**src/rtl/averaged_spectrum_analyzer_defines.svh**
```systemverilog
// Assertion macros used by the analyser top level.
`ifndef AVERAGED_SPECTRUM_ANALYZER_DEFINES_SVH
`define AVERAGED_SPECTRUM_ANALYZER_DEFINES_SVH

// Same-cycle implication, disabled while reset is asserted.
`define ASA_ASSERT_IMP(label, clk, rst_n, ante, cons, msg) \
  label: assert property (@(posedge clk) disable iff (!rst_n) (ante) |-> (cons)) \
    else $error(msg);

// Next-cycle implication, disabled while reset is asserted.
`define ASA_ASSERT_NXT(label, clk, rst_n, ante, cons, msg) \
  label: assert property (@(posedge clk) disable iff (!rst_n) (ante) |=> (cons)) \
    else $error(msg);

`endif

```
**src/rtl/asa_pkg.sv**
```systemverilog
package asa_pkg;

  localparam int WinLen     = 128;
  localparam int WinLenM1   = WinLen - 1;
  localparam int LogLen     = $clog2(WinLen);
  localparam int HalfLen    = WinLen / 2;
  localparam int LogHalf    = LogLen - 1;
  localparam int StageW     = $clog2(LogLen);
  localparam int SampleBits = 16;
  localparam int InShift    = SampleBits - 6;
  localparam int FftW       = 32;
  localparam int SumW       = 56;
  localparam int DivW       = 58;
  localparam int DvsW       = 32;
  localparam int RootW      = DivW / 2;
  localparam int LevelW     = 13;
  localparam int FramesW    = 24;
  localparam int CountW     = FramesW + 1;
  localparam int WisW       = 18;
  localparam int CfgDataW   = 24;
  localparam int SigTypeW   = 2;
  localparam int ScaleShift = 52;

  localparam logic [63:0] Q30One   = 64'd1 << 30;
  localparam logic [63:0] TwoPiQ29 = 64'd3373259426;
  localparam logic [63:0] TwStep   = 64'd1 << (32 - LogLen);
  localparam logic [22:0] LevelK   = 23'd6313057;
  localparam int LevelMin = -2880;
  localparam int LevelMax = 768;
  localparam logic [DivW-1:0] MagFloor = DivW'(4);
  localparam logic [SigTypeW-1:0] SigSine = SigTypeW'(1);
  localparam logic [SigTypeW-1:0] SigTypeReset = SigTypeW'(1);
  localparam logic [FramesW-1:0] MeasFramesReset = FramesW'(48000);

  typedef enum logic [0:0] {
    CfgSignalType = 1'b0,
    CfgMeasFrames = 1'b1
  } cfg_idx_e;

  typedef enum logic [4:0] {
    StIdle, StWin,
    StBfRdB, StBfRdA, StBfMul0, StBfMul1, StBfMul2, StBfMul3, StBfTw, StBfWrA, StBfWrB,
    StMgRd, StMgSq0, StMgSq1, StMgRoot, StMgRootWait, StMgScLo, StMgScHi, StMgAcc, StCheck,
    StExRd, StExDiv, StExDivWait, StExLogWait, StExEnd
  } top_state_e;

  typedef enum logic [2:0] {
    LgIdle, LgNorm, LgSqr, LgMul, LgRnd
  } log_state_e;

  typedef logic [15:0] hann_rom_t [WinLen];
  typedef logic signed [FftW-1:0] tw_rom_t [HalfLen];

  // Returns {cos, sin} in Q30 for a phase in Q32 turns.
  function automatic logic [63:0] cos_sin_f(input logic [31:0] p);
    logic [63:0] r, a, x, x2, sn, cs, tmp;
    logic [31:0] co, si;
    r  = {34'd0, p[29:0]};
    a  = (r < (64'd1 << 29)) ? r : ((64'd1 << 30) - r);
    x  = (a * TwoPiQ29) >> 31;
    x2 = (x * x) >> 30;
    sn = Q30One;
    sn = Q30One - ((x2 * sn) >> 30) / 64'd72;
    sn = Q30One - ((x2 * sn) >> 30) / 64'd42;
    sn = Q30One - ((x2 * sn) >> 30) / 64'd20;
    sn = Q30One - ((x2 * sn) >> 30) / 64'd6;
    sn = (x * sn) >> 30;
    cs = Q30One;
    cs = Q30One - ((x2 * cs) >> 30) / 64'd90;
    cs = Q30One - ((x2 * cs) >> 30) / 64'd56;
    cs = Q30One - ((x2 * cs) >> 30) / 64'd30;
    cs = Q30One - ((x2 * cs) >> 30) / 64'd12;
    cs = Q30One - ((x2 * cs) >> 30) / 64'd2;
    if (r >= (64'd1 << 29)) begin
      tmp = sn;
      sn  = cs;
      cs  = tmp;
    end
    unique case (p[31:30])
      2'd0: begin
        co = cs[31:0];
        si = sn[31:0];
      end
      2'd1: begin
        co = -sn[31:0];
        si = cs[31:0];
      end
      2'd2: begin
        co = -cs[31:0];
        si = -sn[31:0];
      end
      2'd3: begin
        co = sn[31:0];
        si = -cs[31:0];
      end
    endcase
    return {co, si};
  endfunction

  function automatic logic [63:0] isqrt_f(input logic [63:0] v);
    logic [63:0] r, b, rem;
    r   = '0;
    rem = v;
    b   = 64'd1 << 62;
    while (b > rem) b = b >> 2;
    while (b != 0) begin
      if (rem >= r + b) begin
        rem = rem - (r + b);
        r   = (r >> 1) + b;
      end else begin
        r = r >> 1;
      end
      b = b >> 2;
    end
    return r;
  endfunction

  function automatic hann_rom_t hann_rom_f();
    hann_rom_t t;
    logic [63:0] ph, cw;
    logic signed [63:0] c;
    for (int i = 0; i < WinLen; i++) begin
      ph   = ((64'(i) << 32) / 64'(WinLenM1)) & 64'hFFFF_FFFF;
      cw   = cos_sin_f(ph[31:0]);
      c    = {{32{cw[63]}}, cw[63:32]};
      t[i] = 16'((Q30One - c + (64'd1 << 15)) >> 16);
    end
    return t;
  endfunction

  function automatic tw_rom_t tw_cos_f();
    tw_rom_t t;
    logic [63:0] cw;
    for (int i = 0; i < HalfLen; i++) begin
      cw   = cos_sin_f(32'(64'(i) * TwStep));
      t[i] = cw[63:32];
    end
    return t;
  endfunction

  function automatic tw_rom_t tw_sin_f();
    tw_rom_t t;
    logic [63:0] cw;
    for (int i = 0; i < HalfLen; i++) begin
      cw   = cos_sin_f(32'(64'(i) * TwStep));
      t[i] = cw[31:0];
    end
    return t;
  endfunction

  function automatic logic [DvsW-1:0] win_sum_f();
    hann_rom_t t;
    logic [63:0] s;
    t = hann_rom_f();
    s = '0;
    for (int i = 0; i < WinLen; i++) s = s + 64'(t[i]);
    return DvsW'(s);
  endfunction

  function automatic logic [DvsW-1:0] win_rms_f();
    hann_rom_t t;
    logic [63:0] s;
    t = hann_rom_f();
    s = '0;
    for (int i = 0; i < WinLen; i++) s = s + 64'(t[i]) * 64'(t[i]);
    return DvsW'(isqrt_f(s));
  endfunction

  // Rounded-up reciprocal, so that (x * recip) >> ScaleShift equals (x << s) / d exactly
  // for every root x.
  function automatic logic [63:0] recip_f(input logic [DvsW-1:0] d, input int s);
    logic [127:0] num;
    num = 128'd1 << (ScaleShift + s);
    return 64'((num + 128'(d) - 128'd1) / 128'(d));
  endfunction

  function automatic logic [LogLen-1:0] bitrev_f(input logic [LogLen-1:0] v);
    logic [LogLen-1:0] r;
    for (int b = 0; b < LogLen; b++) r[LogLen-1-b] = v[b];
    return r;
  endfunction

  localparam hann_rom_t HannRom = hann_rom_f();
  localparam tw_rom_t   TwCos   = tw_cos_f();
  localparam tw_rom_t   TwSin   = tw_sin_f();
  localparam logic [DvsW-1:0] WinSum = win_sum_f();
  localparam logic [DvsW-1:0] WinRms = win_rms_f();
  localparam logic [63:0] RecipSine = recip_f(WinSum, 28);
  localparam logic [63:0] RecipRms  = recip_f(WinRms, 29);

endpackage

```
**src/rtl/asa_log2.sv**
```systemverilog
module asa_log2
  import asa_pkg::*;
(
  input  logic                     clk_i,
  input  logic                     rst_ni,
  input  logic                     start_i,
  input  logic [SumW-1:0]          value_i,
  output logic                     done_o,
  output logic signed [LevelW-1:0] level_o
);

  localparam int ExpW = $clog2(SumW);

  log_state_e state_q, state_d;

  logic [SumW-1:0]          n_q;
  logic [ExpW-1:0]          e_q;
  logic [31:0]              m_q;
  logic [15:0]              frac_q;
  logic [3:0]               k_q;
  logic signed [46:0]       prod_q;
  logic signed [LevelW-1:0] level_q;
  logic                     done_q;
  logic [63:0]              sq;
  logic [31:0]              sq_t;
  logic signed [6:0]        e_rel;
  logic signed [22:0]       log_q16;
  logic signed [47:0]       rnd;
  logic signed [15:0]       lv;

  assign sq      = 64'(m_q) * 64'(m_q);
  assign sq_t    = sq[61:30];
  assign e_rel   = $signed({1'b0, e_q}) - 7'sd32;
  assign log_q16 = $signed({e_rel, frac_q});
  assign rnd     = ($signed({prod_q[46], prod_q}) + (48'sd1 <<< 31)) >>> 32;
  assign lv      = rnd[15:0];

  always_ff @(posedge clk_i or negedge rst_ni) begin
    if (!rst_ni) begin
      state_q <= LgIdle;
      done_q  <= 1'b0;
    end else begin
      state_q <= state_d;
      done_q  <= (state_q == LgRnd);
    end
  end

  always_comb begin
    state_d = state_q;
    unique case (state_q)
      LgIdle: if (start_i) state_d = LgNorm;
      LgNorm: if (n_q[SumW-1]) state_d = LgSqr;
      LgSqr:  if (k_q == 4'd15) state_d = LgMul;
      LgMul:  state_d = LgRnd;
      LgRnd:  state_d = LgIdle;
      default: state_d = LgIdle;
    endcase
  end

  always_ff @(posedge clk_i) begin
    unique case (state_q)
      LgIdle: begin
        if (start_i) begin
          n_q <= (value_i == '0) ? SumW'(1) : value_i;
          e_q <= ExpW'(SumW - 1);
        end
      end
      LgNorm: begin
        if (n_q[SumW-1]) begin
          m_q    <= {1'b0, n_q[SumW-1:SumW-31]};
          frac_q <= '0;
          k_q    <= '0;
        end else begin
          n_q <= n_q << 1;
          e_q <= e_q - 1'b1;
        end
      end
      LgSqr: begin
        // Each squaring of the mantissa yields one fraction bit.
        m_q    <= sq_t[31] ? (sq_t >> 1) : sq_t;
        frac_q <= {frac_q[14:0], sq_t[31]};
        k_q    <= k_q + 1'b1;
      end
      LgMul: prod_q <= log_q16 * $signed({1'b0, LevelK});
      LgRnd: begin
        if (lv < 16'(LevelMin)) begin
          level_q <= LevelW'(LevelMin);
        end else if (lv > 16'(LevelMax)) begin
          level_q <= LevelW'(LevelMax);
        end else begin
          level_q <= lv[LevelW-1:0];
        end
      end
      default: ;
    endcase
  end

  assign done_o  = done_q;
  assign level_o = level_q;

endmodule
```
**config.mk**
```make
export PLATFORM = sky130hd
export DESIGN_NAME = asa_log2
export DESIGN_NICKNAME = d
export VERILOG_FILES = /design/src/rtl/averaged_spectrum_analyzer_defines.svh /design/src/rtl/asa_pkg.sv /design/src/rtl/asa_log2.sv
export SDC_FILE = /design/constraint.sdc
export NUM_CORES = 2
export LEC_CHECK = 0
export BUFFER_PORTS_ARGS = -buffer_cell sky130_fd_sc_hd__buf_4
export CORE_ASPECT_RATIO = 0.7
export CORE_UTILIZATION = 30
export DETAILED_ROUTE_END_ITERATION = 16
export GPL_ROUTABILITY_DRIVEN = 0
export MAX_ROUTING_LAYER = met4
export SLEW_MARGIN = 10
export SYNTH_ARGS = -nofsm -noshare
export SYNTH_HDL_FRONTEND = slang
export SYNTH_SLANG_ARGS = --single-unit
export TNS_END_PERCENT = 50
```
**constraint.sdc**
```tcl
create_clock -name clk_i -period 16.1 [get_ports clk_i]
set_input_delay 0.805 -clock clk_i [delete_from_list [all_inputs] [get_ports clk_i]]
set_output_delay 0.805 -clock clk_i [all_outputs]
set_load 0.02 [all_outputs]
```
; ---- Word-level counts from Yosys, hierarchy flattened
; Cells that the tools add are included.
[op_classes]
n_addsub = 4
n_mul = 2
div = 0
n_lt_le_gt_ge = 2
eq_ne = 9
shift = 0
n_mux = 19
n_bitwise = 0
n_reduce_logical = 9
[ops]
columns = operator, count
row1 = $mux W56, 3
row2 = $pmux W56 S2, 1
row3 = $pmux W32 S2, 1
row4 = $mul A32 B32 Y62, 1
row5 = $logic_not A56 Y1, 1
row6 = $add A47 B33 Y48 const B, 1
row7 = $mul A23 B24 Y47 const B, 1
row8 = $mux W32, 1
row9 = $pmux W16 S2, 1
row10 = $mux W31, 1
row11 = $gt A16 B11 Y1 const B, 1
row12 = $lt A16 B13 Y1 const B, 1
row13 = $mux W16, 1
row14 = $mux W13, 1
row15 = $mux W6, 2
row16 = $pmux W3 S4, 1
row17 = $pmux W6 S2, 1
row18 = $mux W3, 3
row19 = $ne A2 B2 Y1 const B, 4
row20 = $pmux W4 S2, 1
row21 = $sub A6 B6 Y7 const B, 1
row22 = $eq A3 B2 Y1 const B, 2
row23 = $reduce_and A3 Y1, 2
row24 = $sub A6 B1 Y6 const B, 1
row25 = 9 further kinds, 11
[totals]
ff_bits = 178
latch_bits = 0
ramBits = 0
mem_bits_ro = 0
in_bits = 59
output_inout_bits = 14
elab_cells = 56
mem_count = 0

; ---- Longest topological paths before layout
[depth]
depth_word = 4
ltp_mapped = 30
mapped_depth_nobuf = 27

; ---- Worst setup path before layout
; Ideal clock, no wire load.
[synth_path]
path_kind = reg-to-reg
from = reg m_q[14]
to = reg m_q[22] (data pin)
setup_time_ps = 269
arrival_time_ps = 7469
t_required_ps = 15831
setup_slack_ps = 8362
stages_incl_launch_ff = 28
path_buffers = 2
period_less_slack_ps = 7738
path_cell_list = edfxtp_1 clkbuf_1 clkbuf_1 nand2_1 fa_1 inv_1 fa_1 inv_1 fa_1 fa_1 inv_1 fa_1 inv_1 fa_1 inv_1 fa_1 fa_1 ha_1 and3_1 and3_1 a22o_1 or4_1 o311a_1 a21oi_2 a21oi_2 nor4b_1 o31ai_1 o211ai_1
[synth_between]
elab_chain_cells = 3
[synth_lines]
columns = item, line_no
row1 = from (decl), asa_log2.sv:18  ; logic [31:0] m_q;
row2 = from (signal assigned), asa_log2.sv:70  ; m_q <= {1'b0, n_q[SumW-1:SumW-31]};
row3 = from (signal assigned), asa_log2.sv:80  ; m_q <= sq_t[31] ? (sq_t >> 1) : sq_t;
row4 = $mul A32 B32 Y62, asa_log2.sv:31  ; assign sq = 64'(m_q) * 64'(m_q);
row5 = $mux W31, asa_log2.sv:80
row6 = $pmux W32 S2, asa_log2.sv:61  ; unique case (state_q)
; Every way passes these cells.
; A chain may end at the register's enable or synchronous reset.

; ---- Worst setup path in the final report
[layout_path]
from = reg m_q[7]
to = reg m_q[24] (data pin)
; Same word-level chain as after synthesis.

==> metrics <==
crit path to m_q[24]; Die Span Y 312 um; first-pass GRT wire length 181 mm; worst-skew pair later-pin latency 0.44 ns; Arrival @ worst endpoint 9.54 ns; slew of the pin with the lowest slew margin 1.12 ns; RR Endpoint m_q[24]; Detailed Route WL 114 mm; synth unique cells 82; RSZ-0062 raised after global routing false; cts repair resizes 0; TritonCTS clock tree done; Die W 445 um; row count 113; CP endpoint kind register; Post-synth ARST share 2.74%; Area Growth Syn to Fin 7.83%; core area 136000 sq um; NumNets Final 5736; R2R setup slack 6.83 ns; H-tree levels 4; Die ar. 139000 sq um; fillers 14100; CP startpoint m_q[7]; Reg clk slew, reported paths 0.07 ns; final period utilization 57.6%; CTS Hold Bufs 0; # setup viols final 0; post-route ant nets 0; register area share after synthesis 10.6%; post-CTS setup buffers 0; minimum clock period 9.27 ns; via count 28900; Synth Warn # 0; DR vias/cell 4.69; total track usage 17.5%; final worst slack 6.83 ns; Mapped Cells 4315; R2R depth 26; Slew headroom 25.2%; Clock Path Buffers 2; share of the synthesized area in the top cell type 41.2%; Synth Net Count 5757; Sink Count 146; GR Overflow Total 0; Netlist Area Pre-Place 41200 sq um; Final Hold Fails 0; Yosys top cell by area fa_1; Mean Syn Cell Area 9.55 sq um; DR iter-0 viols 2684; worst reg2reg startpoint m_q[7]; vias in the first global route 30300; CTS Root Buffer Type clkbuf_16; Synth Register Bits 146; Max Freq 108 MHz; critical path class register to register; Max Cap Viol 0; ratio of cells with drive above 1 in the final layout 4.27%; Critical Path RT 16.37 ns; Routed WL per cell 18.5 um; detailed-router iteration count before antenna repair 6; input/output buffers 72; Final Slew Violations 0; total CTS buffers 17; Layout Skew 0.00933 ns; Hold Crit Class input pin to async pin; antenna violations before repair 4; status finished, final reports clean; Area contributors post-synth fa_1 41%, ha_1 16%, inv_1 10%; DR DRC count 0; # IOs 73; Worst Setup Start Kind register; Starting Density 30.3%; detailed placer's ending HPWL 92.6 mm; number of synthesized flops with an enable pin 142; ys flop type edfxtp_1; setup TNS 0 ns; Crit Path Max Fanout 26; pin count of the biggest net entering global routing 112; Setup WS pre-CTS 6.98 ns
==> layout by cell type (no fill, tap or decap), types with 6 or more instances in the layout <==
cell type / count
ha_1: 535
nor4_1: 21
o21ai_1: 6
nand3_1: 34
mux2i_1: 6
o21bai_1: 15
or3_1: 8
a21o_1: 58
or2_2: 7
nand2_1: 448
o21a_1: 13
xnor2_1: 54
xor2_1: 41
a21oi_1: 104
edfxtp_1: 142
buf_4: 111
and2_1: 219
a31o_2: 10
fa_1: 848
nor3_1: 24
nand4_1: 32
and4_1: 7
and3_1: 14
nand2b_1: 9
o21ai_0: 112
a211o_1: 8
o31ai_1: 6
a221o_1: 6
nor2b_1: 10
o211ai_1: 11
a31oi_1: 14
clkbuf_16: 17
nor2_1: 119
inv_1: 1140
==> flip-flops by register name, indices dropped and copies added (netlist names) <==
| register | flops |
|---|---|
| k_q | 4 |
| prod_q | 16 |
| state_q | 3 |
| level_o | 13 |
| e_q | 6 |
| m_q | 31 |
| n_q | 56 |
| done_o | 1 |
| frac_q | 16 |
==> worst max-delay path, stage by stage (launching register included) <==
cell and delay (ns):
edfxtp_1 0.96, buf_4 0.42, inv_1 0.34, nor2_1 0.28, fa_1 0.49, fa_1 0.50
fa_1 0.52, inv_1 0.05, fa_1 0.47, inv_1 0.05, fa_1 0.48, fa_1 0.47
fa_1 0.54, inv_1 0.06, fa_1 0.50, inv_1 0.05, ha_1 0.48, nand2_1 0.12
nor3_1 0.22, o31ai_1 0.13, a41oi_2 0.22, o21ai_2 0.13, o21ai_4 0.26, a31oi_4 0.19
xnor2_4 0.64, nand2_1 0.26, o221ai_1 0.25
==> synthesized netlist by cell type (3+ instances only) <==
cell and n:
fa_1 848, a211oi_1 3, nor4_1 21, nand2_1 449, a31o_2 10, a21boi_0 5, and4_1 7, a21o_1 58
nor3b_1 3, and2_1 219, a21oi_1 104, o211ai_1 11, dfrtp_1 4, o21bai_1 15, inv_1 1141, nor3_1 25
a221oi_1 4, xnor2_1 54, nand2b_1 9, o21ai_0 113, a221o_1 6, o31ai_1 6, o2111ai_1 5, o21ai_1 6
edfxtp_1 142, o221ai_1 5, nor2_1 119, xor2_1 42, ha_1 535, and3_1 14, nand3b_1 3, buf_1 5
o21a_1 13, buf_2 7, a31oi_1 14, a2111oi_0 3, a211o_1 8, or2_2 7, nor2b_1 10, nand3_1 34
a21oi_2 3, nand4_1 32, mux2i_1 6, clkbuf_1 137, or3_1 8
==> kinds of logic (layout without fill, tap and decap cells) <==
| group | Yosys count | in the layout | share of synthesized area (%) |
|---|---|---|---|
| compound gates | 414 | 414 | 6.48 |
| xor+xnor | 97 | 97 | 2.11 |
| fa+ha+maj | 1383 | 1383 | 57.5 |
| buf+inv | 1293 | 1285 | 11.8 |
| flops | 146 | 146 | 10.6 |
| mux | 6 | 6 | 0.146 |
| other cells | 0 | 1 | 0 |
| simple gates | 976 | 976 | 11.4 |
==> worst min-delay path by stage <==
stage	cells after the start	endpoint	from	slack [ns]
global placement	2	m_q[26]	n_q[51]	0.55
floorplan	1	state_q[0]	state_q[2]	0.49
global route	1	state_q[0]	rst_ni	0.16
finish	1	done_o	rst_ni	0.18
detailed placement	1	m_q[4]	n_q[29]	0.56
CTS	1	state_q[2]	rst_ni	0.15
==> cell type report <==
type	count	area, sq um	area share, %
Antenna cell	1	2.50	0.00563
Clock buffer	18	429	0.966
Clock inverter	14	204	0.459
Inverter	1142	4290	9.65
Multi-Input combinational cell	2876	32000	72.0
Sequential cell	146	4360	9.82
Tap cell	1840	2300	5.18
Timing Repair Buffer	111	833	1.88
==> metrics by stage <==
| stage | utilization (%) | area [sq um] | instances | hold WS [ns] |
|---|---|---|---|---|
| 2_1_floorplan | - | 41200 | 4315 | 0.494 |
| 3_3_place_gp | 32.2 | 43800 | 6115 | 0.545 |
| 3_5_place_dp | 32.2 | 43800 | 6115 | 0.556 |
| 4_1_cts | 32.7 | 44400 | 6147 | 0.154 |
| 5_1_grt | 32.7 | 44400 | 6148 | 0.161 |
| 6_report | 32.7 | 44400 | 6148 | 0.177 |
==> per-layer routing <==
metal / vias up / global-route usage, % / part of all wire, %
met5: - / - / 0
met1: 14500 / 27.2 / 49
met3: 104 / 4.26 / 10
met4: 0 / 3.07 / 1.6
li1: 13200 / - / -
met2: 1131 / 22.4 / 39
Power is not shown: default switching activity piles up to over one toggle a cycle in this logic, so the estimate is an artifact.
